==> src/design/pcmapb_pkg.sv <==
// Shared types and constants for the PCM playback device.
package pcmapb_pkg;

   // Default geometry of the sample buffers
   localparam int BUFFER_DEPTH_DEF = 4096;
   localparam int PLAY_WORDS_DEF   = 2048;

   // Stream payload widths
   localparam int REQ_DATA_W = 56;
   localparam int RSP_DATA_W = 64;
   localparam int OP_W       = 2;
   localparam int SAMPLE_W   = 16;

   // Operation codes carried in req_tuser
   localparam logic [OP_W-1:0] OP_READ  = 2'd0;
   localparam logic [OP_W-1:0] OP_WRITE = 2'd1;
   localparam logic [OP_W-1:0] OP_TICK  = 2'd2;

   // Register window: word index 8 is the play position
   localparam logic [7:0] CTRL_POS_INDEX = 8'd8;

   // Sample format taken from control word 0
   typedef struct packed {
      logic wide;   // 16-bit samples
      logic coded;  // signed (16-bit) or log-compressed (8-bit)
   } fmt_type;

endpackage

==> src/design/pcmapb_fetch.sv <==
// Turns one buffer word into a 16-bit signed sample for the selected format.
module pcmapb_fetch (
   input  logic [31:0]                          word,
   input  pcmapb_pkg::fmt_type                  fmt,
   input  logic [1:0]                           pos_lo,
   output logic signed [pcmapb_pkg::SAMPLE_W-1:0] sample
);
   import pcmapb_pkg::*;

   logic [15:0] half;
   logic [7:0]  samp_byte;
   logic [15:0] mag;

   // Half-word and byte selection by play position
   always_comb begin
      half = pos_lo[0] ? word[31:16] : word[15:0];
      case (pos_lo)
         2'd0: samp_byte = word[7:0];
         2'd1: samp_byte = word[15:8];
         2'd2: samp_byte = word[23:16];
         2'd3: samp_byte = word[31:24];
         default: samp_byte = word[7:0];
      endcase
   end

   // Log decode: sign, 3-bit exponent, 4-bit mantissa
   always_comb begin
      if (samp_byte[6:4] != 3'd0) begin
         mag = 16'({1'b1, samp_byte[3:0]}) << (4'(samp_byte[6:4]) + 4'd3);
      end else begin
         mag = {8'h00, samp_byte[3:0], 4'h0};
      end
   end

   // Format select; offset binary is a flip of the top bit
   always_comb begin
      if (fmt.wide) begin
         sample = fmt.coded ? half : (half ^ 16'h8000);
      end else if (fmt.coded) begin
         sample = samp_byte[7] ? 16'(~mag + 16'd1) : mag;
      end else begin
         sample = {~samp_byte[7], samp_byte[6:0], 8'h00};
      end
   end

endmodule

==> config.mk <==
export PLATFORM = sky130hd
export DESIGN_NAME = pcmapb_fetch
export DESIGN_NICKNAME = d
export VERILOG_FILES = /design/src/design/pcmapb_pkg.sv /design/src/design/pcmapb_fetch.sv
export SDC_FILE = /design/constraint.sdc
export NUM_CORES = 1
export LEC_CHECK = 0
export ABC_AREA = 1
export BUFFER_PORTS_ARGS = -buffer_cell sky130_fd_sc_hd__buf_4
export CAP_MARGIN = 10
export CORE_ASPECT_RATIO = 1.1
export CORE_MARGIN = 2
export CORE_UTILIZATION = 49
export DETAILED_ROUTE_END_ITERATION = 10
export GPL_TIMING_DRIVEN = 0
export PLACE_DENSITY = 0.82
export REMOVE_ABC_BUFFERS = 1
export SETUP_SLACK_MARGIN = 0.3
export SLEW_MARGIN = 20
export SYNTH_ARGS = -nofsm -noshare
export SYNTH_HDL_FRONTEND = slang
export SYNTH_SLANG_ARGS = --single-unit
==> constraint.sdc <==
create_clock -name vclk -period 2.2
set_input_delay 0.44 -clock vclk [all_inputs]
set_output_delay 0.44 -clock vclk [all_outputs]
set_load 0.1 [all_outputs]
==> reports/qor.yml, run 1 <==
outcome:
  outcome: "did not finish"
  haltStage: "5_1_grt"
  error_line: "[ERROR GRT-0232] Routing congestion too high. Check the congestion heatmap in the GUI."
synth:
  synthTopCellsByArea: "nand2_1, nand3_1, o21ai_0, inv_1, nand2_2"
  synth_top_area_share_pct: 28.91
  synthTopCellsByCount: "nand2_1, nand3_1, inv_1, o21ai_0, nor2_1"
  seq_area_frac_synth_pct: 0
  yosys_warnings: 0
  synth_cell_types: 28
  netlist_area_um2: 1480
  yosysTopAreaCell: "nand2_1"
  syn_area_per_cell_um2: 4.729
  yosysMostFrequentCell: "nand2_1"
  syn-instance-count: 313
placed_design:
  place_ws_ns: -1.209
  place_congestion: 0.9734
  io_buffers: 52
  dp_hpwl_um: 3871
  place_inst: 388
sta:
  postGrtWorstEndpoint: "sample[12]"
  worst-endpoint-pin-kind: "primary output"
global_route:
  grt_remaining_overflow: 50
  track_usage_pct: 73.13
  grt_max_degree: 27
floorplanning:
  io_pins: 52
  die_w_um: 56.41
  die_y_um: 61.65
  rows: 20
  start_util_pct: 52.35
[cell families after synthesis]
kind of cell	after synthesis	synth area share, %
AO/OA/AOI/OAI	46	16.06
AND/OR/NAND/NOR	218	68.55
XOR/XNOR	1	0.5918
other	1	0.2533
buffers and inverters	46	13.69
adder cells (fa/ha/maj)	1	0.8452
[layer usage]
| metal | GRT overflow | track usage [%] |
|---|---|---|
| met4 | 19 | 86.73 |
| met3 | 0 | 46.43 |
| met2 | 31 | 101.3 |
| met1 | 0 | 68.82 |
| met5 | 0 | 7.143 |
[stage by stage]
stage               instance area (um^2)  hold slack (ns)
floorplan                           1413            1.284
global placement                    1844            1.325
detailed placement                  1844            1.331
CTS                                 2330            1.332
[repair_timing]
item / 4_1_cts
setup buffers: 13
endpoints found under the setup margin: 16
endpoints found under the hold margin: 0
pin swaps: 28
gates cloned: 3
resized for setup: 85
hold buffers: 0
==> run 2, diff against run 1 <==
- CORE_ASPECT_RATIO: 1.1 -> unset
- CORE_UTILIZATION: 49 -> 40
- PLACE_DENSITY: 0.82 -> unset
- PLACE_DENSITY_LB_ADDON: unset -> 0.15
- SETUP_SLACK_MARGIN: 0.3 -> unset
- clock period: 2.2 -> 2.9 ns (I/O delays scaled with it)
==> run 2 against run 1 <==
  * The flow now finishes, with violations (negative setup slack)
  * Area after synthesis unchanged
  * Synthesized cell count unchanged
==> reports/qor.yml, run 2 <==
outcome:
  outcome: "finished with violations"  # was did not finish
  violations: "negative setup slack"
final_layout:
  antennaDiodeCount: 0
  ff_latch_area_um2: 0
  final_net_count: 429
  synthToLayoutAreaGrowth_pct: 87.91
  seq_cell_count: 0
  n_fill_cell: 281
  layout_common_cells: "nand2_1, buf_4, nand3_1"
  clockBufferCount: 0
  multi_input_area_um2: 1704
  post-route-util_pct: 77.13
  final_common_cell: "nand2_1"
  drive_above_1_share_pct: 50.00
placed_design:
  io_buffers: 52  # unchanged
  place_congestion: 0.8834  # was 0.9734
  dp_hpwl_um: 4004  # was 3871 um
global_route:
  grt_max_degree: 27
  antenna_found_initial: 0
  track_usage_pct: 30.31
  grt_remaining_overflow: 0
  grt_first_pass_wirelength_um: 10350
  grt_pass1_vias: 2262
synth:
  seq_area_frac_synth_pct: 0  # unchanged
  syn-instance-count: 313  # unchanged
  yosysTopAreaCell: "nand2_1"  # unchanged
  netlist_area_um2: 1480  # unchanged
  synth_cell_types: 28  # unchanged
  yosysMostFrequentCell: "nand2_1"  # unchanged
  syn_area_per_cell_um2: 4.729  # unchanged
  synthTopCellsByArea: "nand2_1, nand3_1, o21ai_0, inv_1, nand2_2"  # unchanged
  synthTopCellsByCount: "nand2_1, nand3_1, inv_1, o21ai_0, nor2_1"  # unchanged
  yosys_warnings: 0  # unchanged
  synth_top_area_share_pct: 28.91  # unchanged
floorplanning:
  die-area_um2: 4203
  die_y_um: 64.83  # was 61.65 um
  start_util_pct: 41.05  # was 52.35%
  core_area_um2: 3606
  rows: 22  # was 20
  die_w_um: 64.83  # was 56.41 um
  io_pins: 52  # unchanged
power:
  power.total_mw: 0.9761
  p_leak_nw: 1.454
  max-vdd-ir-drop_mv: 0.2340
  p_per_area_nw_per_um2: 350.9
sta:
  fin_crit_sh_pct: 112.6
  worstMarginPinSlew_ns: 0.5139
  fin_ws_ns: -0.3660
  hold_violations: 0
  hold_slack_ns: 1.608
  maxSlewHeadroom_pct: 65.61
  fin_setup_tns_ns: -3.163
  rsz0062_at_grt: "true"
  finalMaxSlewViolations: 0
  post-route-min-period_ns: 3.266
  finalSetupViolCount: 11
  clock.fmax_ghz: 0.3062
hold_path:
  holdCritPathClass: "input pin to output pin"
cts:
  cts_hold_buf: 0  # unchanged
route:
  drc: 0
  wl_per_cell_um: 15.59
  dr.pass1.iters: 5
  num_vias: 2499
  drtAntennaViolNets: 0
  vias_per_cell: 5.705
  wirelength_um: 6830
  drt-initial-drc-count: 173
setup_path:
  critPathTopFamily: "simple AND/OR/NAND/NOR gates"
  critPathKind: "input pin to output pin"
  path_buf_inv: 6
  crit_fanout: 5
  cp.required_ns: 2.32
  max_stage_delay_ns: 0.19
  critPathSlowestCell: "nand3_4"
  start_kind: "input pin"
  cp_cell_sequence: "buf_16 > nor2_4 > buf_4 > nand2_4 > nand3_4 > nand2_8 > nand2_1 > inv_2 > nand3_1 > nand2_1 > nor2_2 > nand3_2 > buf_4 > buf_6 > a21oi_2 > o22ai_2 > buf_12"
  end_kind: "output pin"
  worst_ep_arrival_time_ns: 2.69
flow_run:
  drv_cap: 0
==> run 2: cell counts after synthesis <==
Identical to the previous run, type by type.
==> run 2: final timing paths <==
check,end,cells after the start,start,slack [ns]
worst max-delay path,sample[15],17,pos_lo[0],-0.37
worst min-delay path,sample[3],4,word[3],1.61
==> run 2: metal layers <==
| layer | vias to the layer above | GRT usage [%] | share of wire (%) |
|---|---|---|---|
| met5 | - | 0 | 0 |
| met4 | 0 | 6.383 | 3.2 |
| met3 | 26 | 1.910 | 7.0 |
| met2 | 125 | 55.28 | 50 |
| met1 | 1173 | 38.83 | 40 |
| li1 | 1175 | - | - |
==> run 2: cells by family (layout without fill, tap and decap cells) <==
| group | count (synthesis) | in the layout | share of synthesized area, % |
|---|---|---|---|
| other cells | 1 | 2 | 0.2533 |
| fa+ha+maj | 1 | 1 | 0.8452 |
| buf+inv | 46 | 121 | 13.69 |
| simple gates | 218 | 219 | 68.55 |
| compound gates | 46 | 46 | 16.06 |
| xor+xnor | 1 | 1 | 0.5918 |
==> run 2: timing repair <==
action | 4_1_cts | 5_1_grt
buffers inserted | 17 | 15
resized for setup | 93 | 59
gates cloned | 3 | 0
pin swaps | 23 | 45
endpoints found under the setup margin | 12 | 11
==> run 2: area by class of cell <==
class / instances / share of cell area, %
repair buffers: 86 / 31.17
well taps: 48 / 2.159
multi-input cells: 269 / 61.27
inverters: 35 / 5.398
==> run 2: where the power goes <==
part	internal (mW)	switching [mW]	total [mW]
logic	0.353	0.623	0.976
clock network	0	0	0
registers	0	0	0
==> run 2: metrics by stage <==
step / worst slack, ns / instances / area [um^2]
3_3_place_gp: -0.8139 / 403 / 1863
2_1_floorplan: -1.668 / 303 / 1413
3_5_place_dp: -0.8371 / 403 / 1863
5_1_grt: -0.4501 / 438 / 2781
6_report: -0.3660 / 438 / 2781
4_1_cts: -0.3136 / 423 / 2417
Power figures use the tool's default switching activity.
==> run 3, diff against run 2 <==
- CORE_UTILIZATION: 40 -> 35
==> run 3 against run 2 <==
  * Final cell count is 1.4% lower
  * Hold slack better by 0.0038 ns
  * Total power is 6.6% lower
  * Global-route usage is 5.7 points lower
  * Fmax is 2.2% higher
  * Die area is 13% higher
  * Largest power group unchanged
  * The run still ends with negative setup slack left
  * Worst setup slack better by 0.070 ns
  * Count of clock-buffer cells in the layout stayed put
  * Design area is 5.9% lower
  * Largest cell class unchanged
  * Via count is 7.5% lower
  * Combinational power is 6.6% lower
==> reports/qor.yml, run 3 (synthesis results as in run 2) <==
global_route:
  grt_remaining_overflow: 0  # unchanged
  grt_first_pass_wirelength_um: 9991  # was 10,350 um
  track_usage_pct: 24.58  # was 30.31%
  antenna_found_initial: 0  # unchanged
  grt_max_degree: 27  # unchanged
  grt_pass1_vias: 2144  # was 2,262
setup_path:
  worst_ep_arrival_time_ns: 2.62  # was 2.69 ns
  crit_fanout: 7  # was 5
  critPathKind: "input pin to output pin"  # unchanged
  end_kind: "output pin"  # unchanged
  cp.required_ns: 2.32  # about the same
  start_kind: "input pin"  # unchanged
route:
  drt-initial-drc-count: 153  # was 173
  vias_per_cell: 5.352  # was 5.705
  wl_per_cell_um: 14.35  # was 15.59 um
  drc: 0  # unchanged
  wirelength_um: 6200  # was 6830 um
  num_vias: 2312  # was 2,499
  drtAntennaViolNets: 0  # unchanged
  dr.pass1.iters: 4  # was 5
final_layout:
  stdcell_count: 432  # was 438
  layout_common_cells: "nand2_1, buf_4, nand3_1"  # unchanged
  final_common_cell: "nand2_1"  # unchanged
  ff_latch_area_um2: 0  # unchanged
  seq_cell_count: 0  # unchanged
  final_net_count: 421  # was 429
  clockBufferCount: 0  # unchanged
  post-route-util_pct: 64.97  # was 77.13%
  synthToLayoutAreaGrowth_pct: 76.84  # was 87.91%
  drive_above_1_share_pct: 44.76  # was 50.00%
  antennaDiodeCount: 0  # unchanged
placed_design:
  place_inst: 405  # was 403
  place_ws_ns: -0.8242  # was -0.8371 ns
  place_congestion: 0.9036  # was 0.8834
  io_buffers: 52  # unchanged
  dp_hpwl_um: 4010  # was 4004 um
sta:
  clock.fmax_ghz: 0.3129  # was 0.3062 GHz
  post-route-min-period_ns: 3.196  # was 3.266 ns
  fin_setup_tns_ns: -2.219  # was -3.163 ns
  finalSetupViolCount: 10  # was 11
  fin_crit_sh_pct: 110.2  # was 112.6%
  finalMaxSlewViolations: 0  # unchanged
  fin_ws_ns: -0.2960  # was -0.3660 ns
  rsz0062_at_grt: "true"  # unchanged
  hold_violations: 0  # unchanged
floorplanning:
  start_util_pct: 36.74  # was 41.05%
  die_y_um: 69.03  # was 64.83 um
  rows: 23  # was 22
  die_w_um: 69.03  # was 64.83 um
  io_pins: 52  # unchanged
  core_area_um2: 4029  # was 3606 um^2
  die-area_um2: 4765  # was 4203 um^2
outcome:
  violations: "negative setup slack"  # unchanged
  outcome: "finished with violations"  # unchanged
power:
  p_leak_nw: 1.387  # was 1.454 nW
  power.total_mw: 0.9115  # was 0.9761 mW
  max-vdd-ir-drop_mv: 0.2561  # was 0.2340 mV
  p_per_area_nw_per_um2: 348.2  # was 350.9 nW/um^2
hold_path:
  holdCritPathClass: "input pin to output pin"  # unchanged
flow_run:
  drv_cap: 0  # unchanged
cts:
  cts_hold_buf: 0  # unchanged
## run 3: cell count changes in the layout (fill, tap and decap cells not counted), sizes merged
cell / delta
bufbuf: +1
buf: -9
## run 3: layer usage
| metal | GRT usage [%] | vias up | part of all wire (%) |
|---|---|---|---|
| li1 | - | 1156 | - |
| met1 | 33.07 | 1075 | 44 |
| met2 | 41.88 | 74 | 49 |
| met3 | 2.632 | 7 | 6.0 |
| met4 | 5.664 | 0 | 1.4 |
| met5 | 0 | - | 0 |
## run 3: cell type report
class	instances	area, um^2
fill	403	1411
timing repair buffer	78	812.0
tap	50	62.56
inverter	35	148.9
multi-input combinational	269	1594
## run 3: critical path, stage by stage
cell and delay [ns]:
buf_16 0.13, nor2_4 0.23, buf_4 0.16, nand2_1 0.04, nand2_1 0.08, nor2_2 0.07, nand2_1 0.09, nand3_1 0.08
o21ai_0 0.25, nand2_2 0.11, nand2_1 0.12, inv_1 0.05, nand2_1 0.05, o21ai_1 0.06, nand2_1 0.07, nand3_2 0.11
nand2_2 0.09, nand2_2 0.06, buf_12 0.16
## run 3: repair_timing
item | 4_1_cts | 5_1_grt
buffers inserted | 14 | 9
resized for setup | 82 | 41
pin swaps | 19 | 25
endpoints found under the setup margin | 12 | 12
cloned | 4 | 0
## run 3: per-stage QoR
| step | hold slack [ns] | instance area [um^2] |
|---|---|---|
| after global routing | 1.630 | 2618 |
| after floorplan | 1.564 | 1413 |
| after CTS | 1.611 | 2390 |
| after detailed placement | 1.611 | 1866 |
| after global placement | 1.614 | 1866 |
| final | 1.612 | 2618 |
## run 3: worst paths after layout
kind,end,slack [ns],depth (start not counted),from
max,sample[12],-0.30,19,pos_lo[0]
min,sample[3],1.61,4,word[3]
## run 3: power breakdown
group	internal, mW	leakage (nW)	total [mW]	switching [mW]
Clock	0	0	0	0
Combinational	0.322	1.39	0.912	0.589
Sequential	0	0	0	0
